--- src/rtl/lbc_pkg.sv ---
// Package for the LRU block cache policy core: action, error and config index codes, sequencer states.
// No dependencies.
`default_nettype none
package lbc_pkg;
  localparam logic [1:0] ACT_READ  = 2'd0;
  localparam logic [1:0] ACT_WRITE = 2'd1;
  localparam logic [1:0] ACT_FLUSH = 2'd2;
  localparam logic [1:0] ACT_NOP   = 2'd3;

  localparam logic [1:0] ERR_OK    = 2'd0;
  localparam logic [1:0] ERR_READ  = 2'd1;
  localparam logic [1:0] ERR_WRITE = 2'd2;

  localparam logic CFG_FS_COUNT = 1'b0;
  localparam logic CFG_BASE     = 1'b1;

  typedef enum logic [2:0] {
    ST_IDLE,
    ST_SEARCH,
    ST_DECIDE,
    ST_UPDATE,
    ST_EMIT,
    ST_FLUSH
  } state_t;
endpackage
`default_nettype wire

--- src/rtl/lru_block_cache_policy_core.sv ---
// Top level of the LRU block cache policy core: sequencer, tag and rank store, counters.
// Depends on lbc_pkg.
`default_nettype none
// A read or write gives its single result after a tag search over the entries (it
// stops at a hit), a decide step, a rank-update step and the result register.
// A flush evicts its entries one at a time, with one rank search each; a flush
// of an empty cache puts its single result out in the cycle after it is accepted.
// busy stays low in the cycle of the last result, so the next transaction can be taken
// at the edge that ends it; one transaction at a time. Reset clears valid bits, fill
// count and counters; the receiver cannot stall.
module lru_block_cache_policy_core #(
  parameter int CAPACITY = 16
) (
  input  wire logic        clk,
  input  wire logic        rst_n,
  input  wire logic        start,
  output logic             busy,
  input  wire logic [1:0]  in_action,
  input  wire logic [31:0] in_block_number,
  input  wire logic        cfg_we,
  input  wire logic        cfg_index,
  input  wire logic [31:0] cfg_data,
  output logic             out_valid,
  output logic             out_hit,
  output logic [1:0]       out_error,
  output logic [32:0]      out_disk_addr,
  output logic             out_disk_access,
  output logic             out_evict_valid,
  output logic [31:0]      out_evicted_block,
  output logic             out_last,
  output logic [4:0]       out_fill_level,
  output logic [31:0]      out_hit_count,
  output logic [31:0]      out_miss_count,
  output logic [31:0]      out_eviction_count
);
  import lbc_pkg::*;

  localparam int IW = (CAPACITY > 1) ? $clog2(CAPACITY) : 1;
  localparam int UW = $clog2(CAPACITY + 1);
  localparam logic [IW-1:0] LAST_IDX = IW'(CAPACITY - 1);
  localparam logic [UW-1:0] CAP_U    = UW'(CAPACITY);

  // Tag and rank store; ranks hold 0 for most recent.
  logic [31:0]   tag_r   [CAPACITY];
  logic [IW-1:0] rank_r  [CAPACITY];
  logic [CAPACITY-1:0] valid_r;
  logic [UW-1:0] used_r;
  logic [31:0]   hits_r, misses_r, evicts_r;
  logic [31:0]   fs_count_r, base_r;

  state_t        state_r, state_nxt;
  logic [1:0]    act_r;
  logic [31:0]   num_r;
  logic [IW-1:0] idx_r;         // scan pointer for the shared compare unit
  logic          found_r;
  logic [IW-1:0] slot_r;        // slot found by the scan
  logic          free_found_r;
  logic [IW-1:0] free_r;        // first invalid slot

  // Result register.
  logic          o_valid_r, o_hit_r, o_acc_r, o_ev_r, o_last_r;
  logic          o_valid_nxt;
  logic [1:0]    o_err_r;
  logic [32:0]   o_disk_r;
  logic [31:0]   o_evb_r;

  // The single shared comparator: tag match for a lookup, rank match for a flush.
  logic          cmp_hit;
  logic [IW-1:0] flush_rank;
  assign flush_rank = IW'(used_r - UW'(1));
  always_comb begin
    if (state_r == ST_FLUSH) cmp_hit = valid_r[idx_r] && (rank_r[idx_r] == flush_rank);
    else cmp_hit = valid_r[idx_r] && (tag_r[idx_r] == num_r);
  end

  logic in_range;
  assign in_range = (fs_count_r != 32'd0) && (num_r < fs_count_r);

  logic scan_end;
  assign scan_end = (idx_r == LAST_IDX);

  always_comb begin
    state_nxt = state_r;
    case (state_r)
      ST_IDLE: begin
        if (start) begin
          // A flush of an empty cache answers at once and needs no search.
          if (in_action == ACT_FLUSH) state_nxt = (used_r == '0) ? ST_IDLE : ST_FLUSH;
          else if (in_action == ACT_NOP) state_nxt = ST_EMIT;
          else state_nxt = ST_SEARCH;
        end
      end
      ST_SEARCH: if (scan_end || (cmp_hit && !found_r)) state_nxt = ST_DECIDE;
      ST_DECIDE: state_nxt = ST_UPDATE;
      ST_UPDATE: state_nxt = ST_IDLE;
      ST_EMIT:   state_nxt = ST_IDLE;
      ST_FLUSH:  if (used_r == '0 || cmp_hit) state_nxt = (used_r <= UW'(1)) ? ST_IDLE : ST_FLUSH;
                 else if (scan_end) state_nxt = ST_IDLE;
      default:   state_nxt = ST_IDLE;
    endcase
  end

  assign busy = (state_r != ST_IDLE);

  // A result is strobed in the cycle after any state that completes one.
  always_comb begin
    case (state_r)
      ST_IDLE:           o_valid_nxt = start && (in_action == ACT_FLUSH) && (used_r == '0);
      ST_UPDATE, ST_EMIT: o_valid_nxt = 1'b1;
      ST_FLUSH:          o_valid_nxt = (used_r != '0) && cmp_hit;
      default:           o_valid_nxt = 1'b0;
    endcase
  end

  // Decision for read and write, made once the scan is done.
  logic d_hit, d_insert, d_drop, d_front, d_evict, d_acc;
  logic [1:0] d_err;
  always_comb begin
    d_hit = found_r; d_insert = 1'b0; d_drop = 1'b0; d_front = 1'b0; d_acc = 1'b0;
    d_err = ERR_OK;
    if (found_r) begin
      if (act_r == ACT_WRITE && !in_range) begin
        d_drop = 1'b1; d_err = ERR_WRITE;
      end else begin
        d_front = 1'b1; d_acc = (act_r == ACT_WRITE);
      end
    end else if (!in_range) begin
      d_err = (act_r == ACT_WRITE) ? ERR_WRITE : ERR_READ;
    end else begin
      d_insert = 1'b1; d_acc = 1'b1;
    end
    d_evict = d_insert && (used_r >= CAP_U);
  end

  // Victim for an insert into a full cache: the slot with the oldest rank.
  logic [IW-1:0] victim_slot;
  always_comb begin
    victim_slot = '0;
    for (int i = CAPACITY - 1; i >= 0; i--)
      if (valid_r[i] && rank_r[i] == LAST_IDX) victim_slot = IW'(i);
  end

  logic [IW-1:0] tgt_slot;
  assign tgt_slot = d_evict ? victim_slot : (free_found_r ? free_r : '0);

  always_ff @(posedge clk) begin
    if (!rst_n) begin
      state_r <= ST_IDLE; valid_r <= '0; used_r <= '0;
      hits_r <= '0; misses_r <= '0; evicts_r <= '0;
      fs_count_r <= '0; base_r <= '0; o_valid_r <= 1'b0;
      found_r <= 1'b0; free_found_r <= 1'b0; idx_r <= '0;
    end else begin
      state_r   <= state_nxt;
      o_valid_r <= o_valid_nxt;
      if (cfg_we) begin
        if (cfg_index == CFG_FS_COUNT) fs_count_r <= cfg_data;
        else base_r <= cfg_data;
      end
      case (state_r)
        ST_IDLE: begin
          idx_r <= '0; found_r <= 1'b0; free_found_r <= 1'b0;
          if (start) begin
            act_r <= in_action; num_r <= in_block_number;
            if (in_action == ACT_FLUSH && used_r == '0) begin
              o_hit_r <= 1'b0; o_err_r <= ERR_OK; o_disk_r <= '0;
              o_acc_r <= 1'b0; o_ev_r <= 1'b0; o_evb_r <= '0; o_last_r <= 1'b1;
            end
          end
        end
        ST_SEARCH: begin
          if (cmp_hit && !found_r) begin
            found_r <= 1'b1; slot_r <= idx_r;
          end
          if (!valid_r[idx_r] && !free_found_r) begin
            free_found_r <= 1'b1; free_r <= idx_r;
          end
          if (!scan_end) idx_r <= idx_r + IW'(1);
        end
        ST_DECIDE: begin
          if (d_hit) hits_r <= hits_r + 32'd1;
          else misses_r <= misses_r + 32'd1;
          o_hit_r <= d_hit; o_err_r <= d_err; o_acc_r <= d_acc;
          o_disk_r <= d_acc ? ({1'b0, base_r} + {1'b0, num_r}) : 33'd0;
          o_ev_r <= d_evict; o_evb_r <= d_evict ? tag_r[victim_slot] : 32'd0;
          o_last_r <= 1'b1;
          if (d_evict) evicts_r <= evicts_r + 32'd1;
          slot_r <= d_insert ? tgt_slot : slot_r;
          found_r <= d_front || d_insert;       // reused: entry goes to front
          free_found_r <= d_drop;               // reused: entry is dropped
          idx_r <= (d_insert) ? LAST_IDX : rank_r[slot_r];  // aging limit
          if (d_insert) begin
            tag_r[tgt_slot] <= num_r;
            if (!d_evict) used_r <= used_r + UW'(1);
          end
        end
        ST_UPDATE: begin
          // Parallel rank update over independent entries.
          for (int i = 0; i < CAPACITY; i++) begin
            if (found_r) begin
              if (IW'(i) == slot_r) rank_r[i] <= '0;
              else if (valid_r[i] && (rank_r[i] < idx_r || idx_r == LAST_IDX &&
                       act_r != ACT_NOP && rank_r[i] != LAST_IDX))
                rank_r[i] <= rank_r[i] + IW'(1);
            end else if (free_found_r) begin
              if (valid_r[i] && IW'(i) != slot_r && rank_r[i] > rank_r[slot_r])
                rank_r[i] <= rank_r[i] - IW'(1);
            end
          end
          if (found_r) valid_r[slot_r] <= 1'b1;
          if (free_found_r) begin
            valid_r[slot_r] <= 1'b0; used_r <= used_r - UW'(1);
          end
        end
        ST_EMIT: begin
          o_hit_r <= 1'b0; o_err_r <= ERR_OK; o_disk_r <= '0;
          o_acc_r <= 1'b0; o_ev_r <= 1'b0; o_evb_r <= '0; o_last_r <= 1'b1;
        end
        ST_FLUSH: begin
          if (used_r != '0) begin
            if (cmp_hit) begin
              valid_r[idx_r] <= 1'b0; used_r <= used_r - UW'(1);
              evicts_r <= evicts_r + 32'd1;
              o_hit_r <= 1'b0; o_err_r <= ERR_OK; o_disk_r <= '0;
              o_acc_r <= 1'b0; o_ev_r <= 1'b1; o_evb_r <= tag_r[idx_r];
              o_last_r <= (used_r == UW'(1));
              idx_r <= '0;
            end else if (!scan_end) idx_r <= idx_r + IW'(1);
          end
        end
        default: ;
      endcase
    end
  end

  assign out_valid          = o_valid_r;
  assign out_hit            = o_hit_r;
  assign out_error          = o_err_r;
  assign out_disk_addr      = o_disk_r;
  assign out_disk_access    = o_acc_r;
  assign out_evict_valid    = o_ev_r;
  assign out_evicted_block  = o_evb_r;
  assign out_last           = o_last_r;
  assign out_fill_level     = 5'(used_r);
  assign out_hit_count      = hits_r;
  assign out_miss_count     = misses_r;
  assign out_eviction_count = evicts_r;
endmodule
`default_nettype wire

--- config.mk ---
export PLATFORM = sky130hd
export DESIGN_NAME = lru_block_cache_policy_core
export DESIGN_NICKNAME = d
export VERILOG_FILES = /design/src/rtl/lbc_pkg.sv /design/src/rtl/lru_block_cache_policy_core.sv
export SDC_FILE = /design/constraint.sdc
export NUM_CORES = 2
export LEC_CHECK = 0
export ABC_AREA = 1
export BUFFER_PORTS_ARGS = -buffer_cell sky130_fd_sc_hd__clkbuf_2
export CAP_MARGIN = 20
export CORE_MARGIN = 5
export CORE_UTILIZATION = 35
export DETAILED_ROUTE_END_ITERATION = 8
export PLACE_DENSITY = 0.57
export SYNTH_ARGS = -nofsm -noshare
export SYNTH_HDL_FRONTEND = slang
export SYNTH_SLANG_ARGS = --single-unit
--- constraint.sdc ---
create_clock -name clk -period 5.3 [get_ports clk]
set_clock_uncertainty 0.15 [all_clocks]
set_input_delay 0.265 -clock clk [delete_from_list [all_inputs] [get_ports clk]]
set_output_delay 0.265 -clock clk [all_outputs]
set_load 0.01 [all_outputs]
==> metrics.txt <==
# TYPE chip_impl_metric gauge
chip_impl_info{name="timing.hold.worst.class",value="in2reg"} 1
chip_impl_info{name="path_class",value="reg2reg"} 1
chip_impl_metric{name="power_frac_clock",unit="%"} 34.1
chip_impl_info{name="synth.largest_area_cell",value="edfxtp_1"} 1
chip_impl_metric{name="first_iter_violations",unit=""} 5017
chip_impl_metric{name="total_switching_power",unit="W"} 0.00748
chip_impl_metric{name="layout_worst_path_cycle_share",unit="%"} 87.2
chip_impl_metric{name="ys_warn_count",unit=""} 0
chip_impl_metric{name="boundaryPins",unit=""} 245
chip_impl_metric{name="utilization",unit="%"} 40.7
chip_impl_metric{name="grt_antenna_before_repair",unit=""} 5
chip_impl_metric{name="residual_antenna_violating_net_count_after_detailed_routing",unit=""} 0
chip_impl_info{name="cts_root_buffer",value="clkbuf_16"} 1
chip_impl_metric{name="synthToLayoutAreaGrowth",unit="%"} 15.5
chip_impl_metric{name="largest_net_degree_at_the_start_of_global_routing",unit=""} 118
chip_impl_metric{name="clkSinkCount",unit=""} 888
chip_impl_metric{name="p_leak",unit="nW"} 22.7
chip_impl_metric{name="cellPowerDensity",unit="nW/um2"} 366
chip_impl_metric{name="initial_core_utilization",unit="%"} 35.3
chip_impl_metric{name="timing.final.setup_violations",unit=""} 0
chip_impl_metric{name="p_comb_share",unit="%"} 27.2
chip_impl_metric{name="period_needed",unit="ps"} 4620
chip_impl_metric{name="place.gp.congestion",unit=""} 0.911
chip_impl_metric{name="wl_per_cell",unit="um"} 22.5
chip_impl_metric{name="seq_area_frac_synth",unit="%"} 48.6
chip_impl_metric{name="cts-buffers-inserted",unit=""} 102
chip_impl_metric{name="syn_area_per_cell",unit="um2"} 8.51
chip_impl_metric{name="drt-pass1-iter-count",unit=""} 7
chip_impl_metric{name="critical_path_arrival",unit="ps"} 4800
chip_impl_metric{name="peakVddDrop",unit="mV"} 0.284
chip_impl_metric{name="via_count",unit=""} 45400
chip_impl_metric{name="design.core.area",unit="um2"} 144000
chip_impl_metric{name="grt_pass1_wl",unit="um"} 274000
chip_impl_metric{name="overflow",unit=""} 0
chip_impl_metric{name="dp_hpwl",unit="um"} 123000
chip_impl_metric{name="synth-seq-cells",unit=""} 888
chip_impl_metric{name="achievable-frequency",unit="MHz"} 216
chip_impl_info{name="critical_path.endpoint",value="slot_r[2]"} 1
chip_impl_metric{name="die-width",unit="um"} 391
chip_impl_info{name="yosys_most_used_dff",value="edfxtp_1"} 1
chip_impl_info{name="layout.cells.most_common",value="nand3_1"} 1
chip_impl_metric{name="power.switching_fraction",unit="%"} 34.9
chip_impl_metric{name="critical_path.max_fanout",unit=""} 54
chip_impl_info{name="run_status",value="complete, no violations"} 1
chip_impl_metric{name="clock_latency",unit="ps"} 730
chip_impl_metric{name="synth-edff-count",unit=""} 689
chip_impl_metric{name="totalNegativeSetupSlack",unit="ps"} 0
chip_impl_metric{name="post_drt_via_cell_ratio",unit=""} 5.54
chip_impl_info{name="endpoint_kind",value="flip-flop"} 1
chip_impl_metric{name="net_count_of_the_mapped_netlist",unit=""} 6247
chip_impl_metric{name="netlist_area",unit="um2"} 50700
chip_impl_metric{name="synthDistinctLibCells",unit=""} 65
chip_impl_metric{name="first_global_vias",unit=""} 43300
chip_impl_metric{name="dieArea",unit="um2"} 153000
chip_impl_metric{name="tightest_slew",unit="ps"} 1160
chip_impl_metric{name="clkSlewWorstSetupHoldPaths",unit="ps"} 60
chip_impl_info{name="cts_tree",value="built"} 1
chip_impl_metric{name="ctsHtreeMaxLevel",unit=""} 3
chip_impl_metric{name="count_of_max_cap_constraint_violations",unit=""} 0
chip_impl_metric{name="finalHoldViolCount",unit=""} 0
chip_impl_metric{name="core.rowCount",unit=""} 139
chip_impl_metric{name="seqPwrFrac",unit="%"} 38.7
chip_impl_info{name="layout.cells.most_common_list",value="nand3_1 (1039), nand2_1 (1001), edfxtp_1 (689)"} 1
chip_impl_metric{name="floorplan.die.height",unit="um"} 391
chip_impl_metric{name="clockBufferDepth",unit=""} 3
chip_impl_metric{name="final-max-slew-violation-count",unit=""} 0
chip_impl_metric{name="layout.nets",unit=""} 6494
chip_impl_metric{name="synthCells",unit=""} 5957
chip_impl_metric{name="synth_top_area_share",unit="%"} 40.8
chip_impl_info{name="grt_setup_unrepaired",value="no"} 1
chip_impl_info{name="netlist_top_cells_area",value="edfxtp_1 (41%), nand3_1 (10%), dfxtp_1 (7.9%)"} 1
chip_impl_metric{name="globalRouteTotalUtil",unit="%"} 23.4
chip_impl_metric{name="worst-r2r-setup-slack",unit="ps"} 680
chip_impl_metric{name="totalWireLength",unit="um"} 184000
chip_impl_metric{name="p_int",unit="W"} 0.0140
chip_impl_metric{name="async_flop_share",unit="%"} 0
chip_impl_metric{name="slew_headroom",unit="%"} 22.1
chip_impl_metric{name="placement.io_buffers",unit=""} 244
chip_impl_info{name="critical_r2r_capture",value="slot_r[2]"} 1
chip_impl_info{name="critical_path.startpoint_type",value="flip-flop"} 1
chip_impl_metric{name="drc",unit=""} 0
chip_impl_metric{name="post_cts_resized",unit=""} 0
chip_impl_metric{name="data_required_time_of_the_worst_path",unit="ps"} 5480
chip_impl_metric{name="drive_above_1_share",unit="%"} 10.8
chip_impl_metric{name="r2r_cells",unit=""} 18
-- what timing repair did --
action,4_1_cts,5_1_grt
endpoints found under the hold margin,135,0
setup buffers,0,0
hold buffers,80,0
-- cells by family after synthesis --
kind of cell | Yosys count | synth area share [%]
simple gates | 2651 | 23.4
compound gates | 1130 | 13.1
buf+inv | 992 | 8.05
flops | 888 | 48.6
fa+ha+maj | 219 | 5.43
xor+xnor | 70 | 1.21
mux | 7 | 0.138
-- registers in the layout (all words and copies together), names as in the netlist, 3 cells and up, named ones only --
signal / cells
tag_r: 512
rank_r: 64
out_disk_addr: 33
base_r: 32
fs_count_r: 32
num_r: 32
out_evicted_block: 32
out_eviction_count: 32
out_hit_count: 32
out_miss_count: 32
valid_r: 16
out_fill_level: 5
free_r: 4
idx_r: 4
slot_r: 4
state_r: 3
-- power by group through the flow --
| stage | logic [W] | clock network, W | registers (W) |
|---|---|---|---|
| 6_report | 0.00584 | 0.00731 | 0.00829 |
| 5_1_grt | 0.00640 | 0.00770 | 0.00832 |
| 4_1_cts | 0.00577 | 0.00742 | 0.00829 |
| 3_5_place_dp | 0.00571 | 0 | 0.00844 |
| 3_3_place_gp | 0.00562 | 0 | 0.00843 |
| 2_1_floorplan | 0.00371 | 0 | 0.00834 |
-- through the flow --
step	hold slack, ps	instances	worst slack, ps	cell area [um2]	power [W]
finish	115	8193	677	58600	0.0214
global placement	296	7923	775	54300	0.0141
floorplan	214	5957	768	50700	0.0120
detailed placement	294	7923	742	54300	0.0141
CTS	77.1	8192	700	58600	0.0215
global route	99.1	8193	414	58600	0.0224
-- cell usage after synthesis, types with 28 or more instances --
library cell and count:
nor2_1 373, inv_1 644, nand3_1 1040, nand2_1 1003
edfxtp_1 689, o211ai_1 165, xor2_1 43, nor4_1 28
buf_1 36, clkbuf_1 141, ha_1 217, o21ai_1 30
o21ai_0 369, buf_2 116, nand4_1 43, nor3_1 83
a21oi_1 401, dfxtp_1 199
-- layout make-up --
cell class	instances	area (um2)
inverter	660	2480
sequential	888	24700
timing repair buffer	475	3450
multi-input combinational	4077	22100
tap	1903	2380
clock buffer	124	2770
fill	14100	85300
antenna	1	2.50
clock inverter	65	657
-- layer usage --
layer / GRT usage (%) / share of wire, % / routed length [um] / up-vias
met2: 37.9 / 46 / 84000 / 2046
met1: 31.0 / 42 / 76700 / 21700
met3: 4.47 / 8.8 / 16300 / 371
met5: 0 / 0 / 0 / -
li1: - / - / - / 21300
met4: 9.13 / 4.1 / 7560 / 0
-- worst min path at each step --
| stage | depth (start not counted) | endpoint | slack (ps) | startpoint |
|---|---|---|---|---|
| 2_1_floorplan | 0 | act_r[0] | 210 | in_action[0] |
| 3_3_place_gp | 1 | num_r[23] | 300 | in_block_number[23] |
| 3_5_place_dp | 1 | num_r[23] | 290 | in_block_number[23] |
| 4_1_cts | 2 | num_r[24] | 80 | in_block_number[24] |
| 5_1_grt | 2 | num_r[24] | 100 | in_block_number[24] |
| 6_report | 2 | num_r[24] | 110 | in_block_number[24] |
-- critical path: stages, from the launching register on --
cell	delay, ps
dfxtp_4	790
buf_12	290
buf_4	350
o211ai_1	150
nand3_1	120
nand3_1	90
nand2_1	120
nand2_1	50
nand2_1	280
nand2_1	120
nor2_1	210
nand2_1	140
nor2_1	220
nand2_1	260
nand2_2	150
nand3_2	110
nand2_1	90
nand3_1	80
a21oi_1	410
Power figures use the tool's default switching activity.
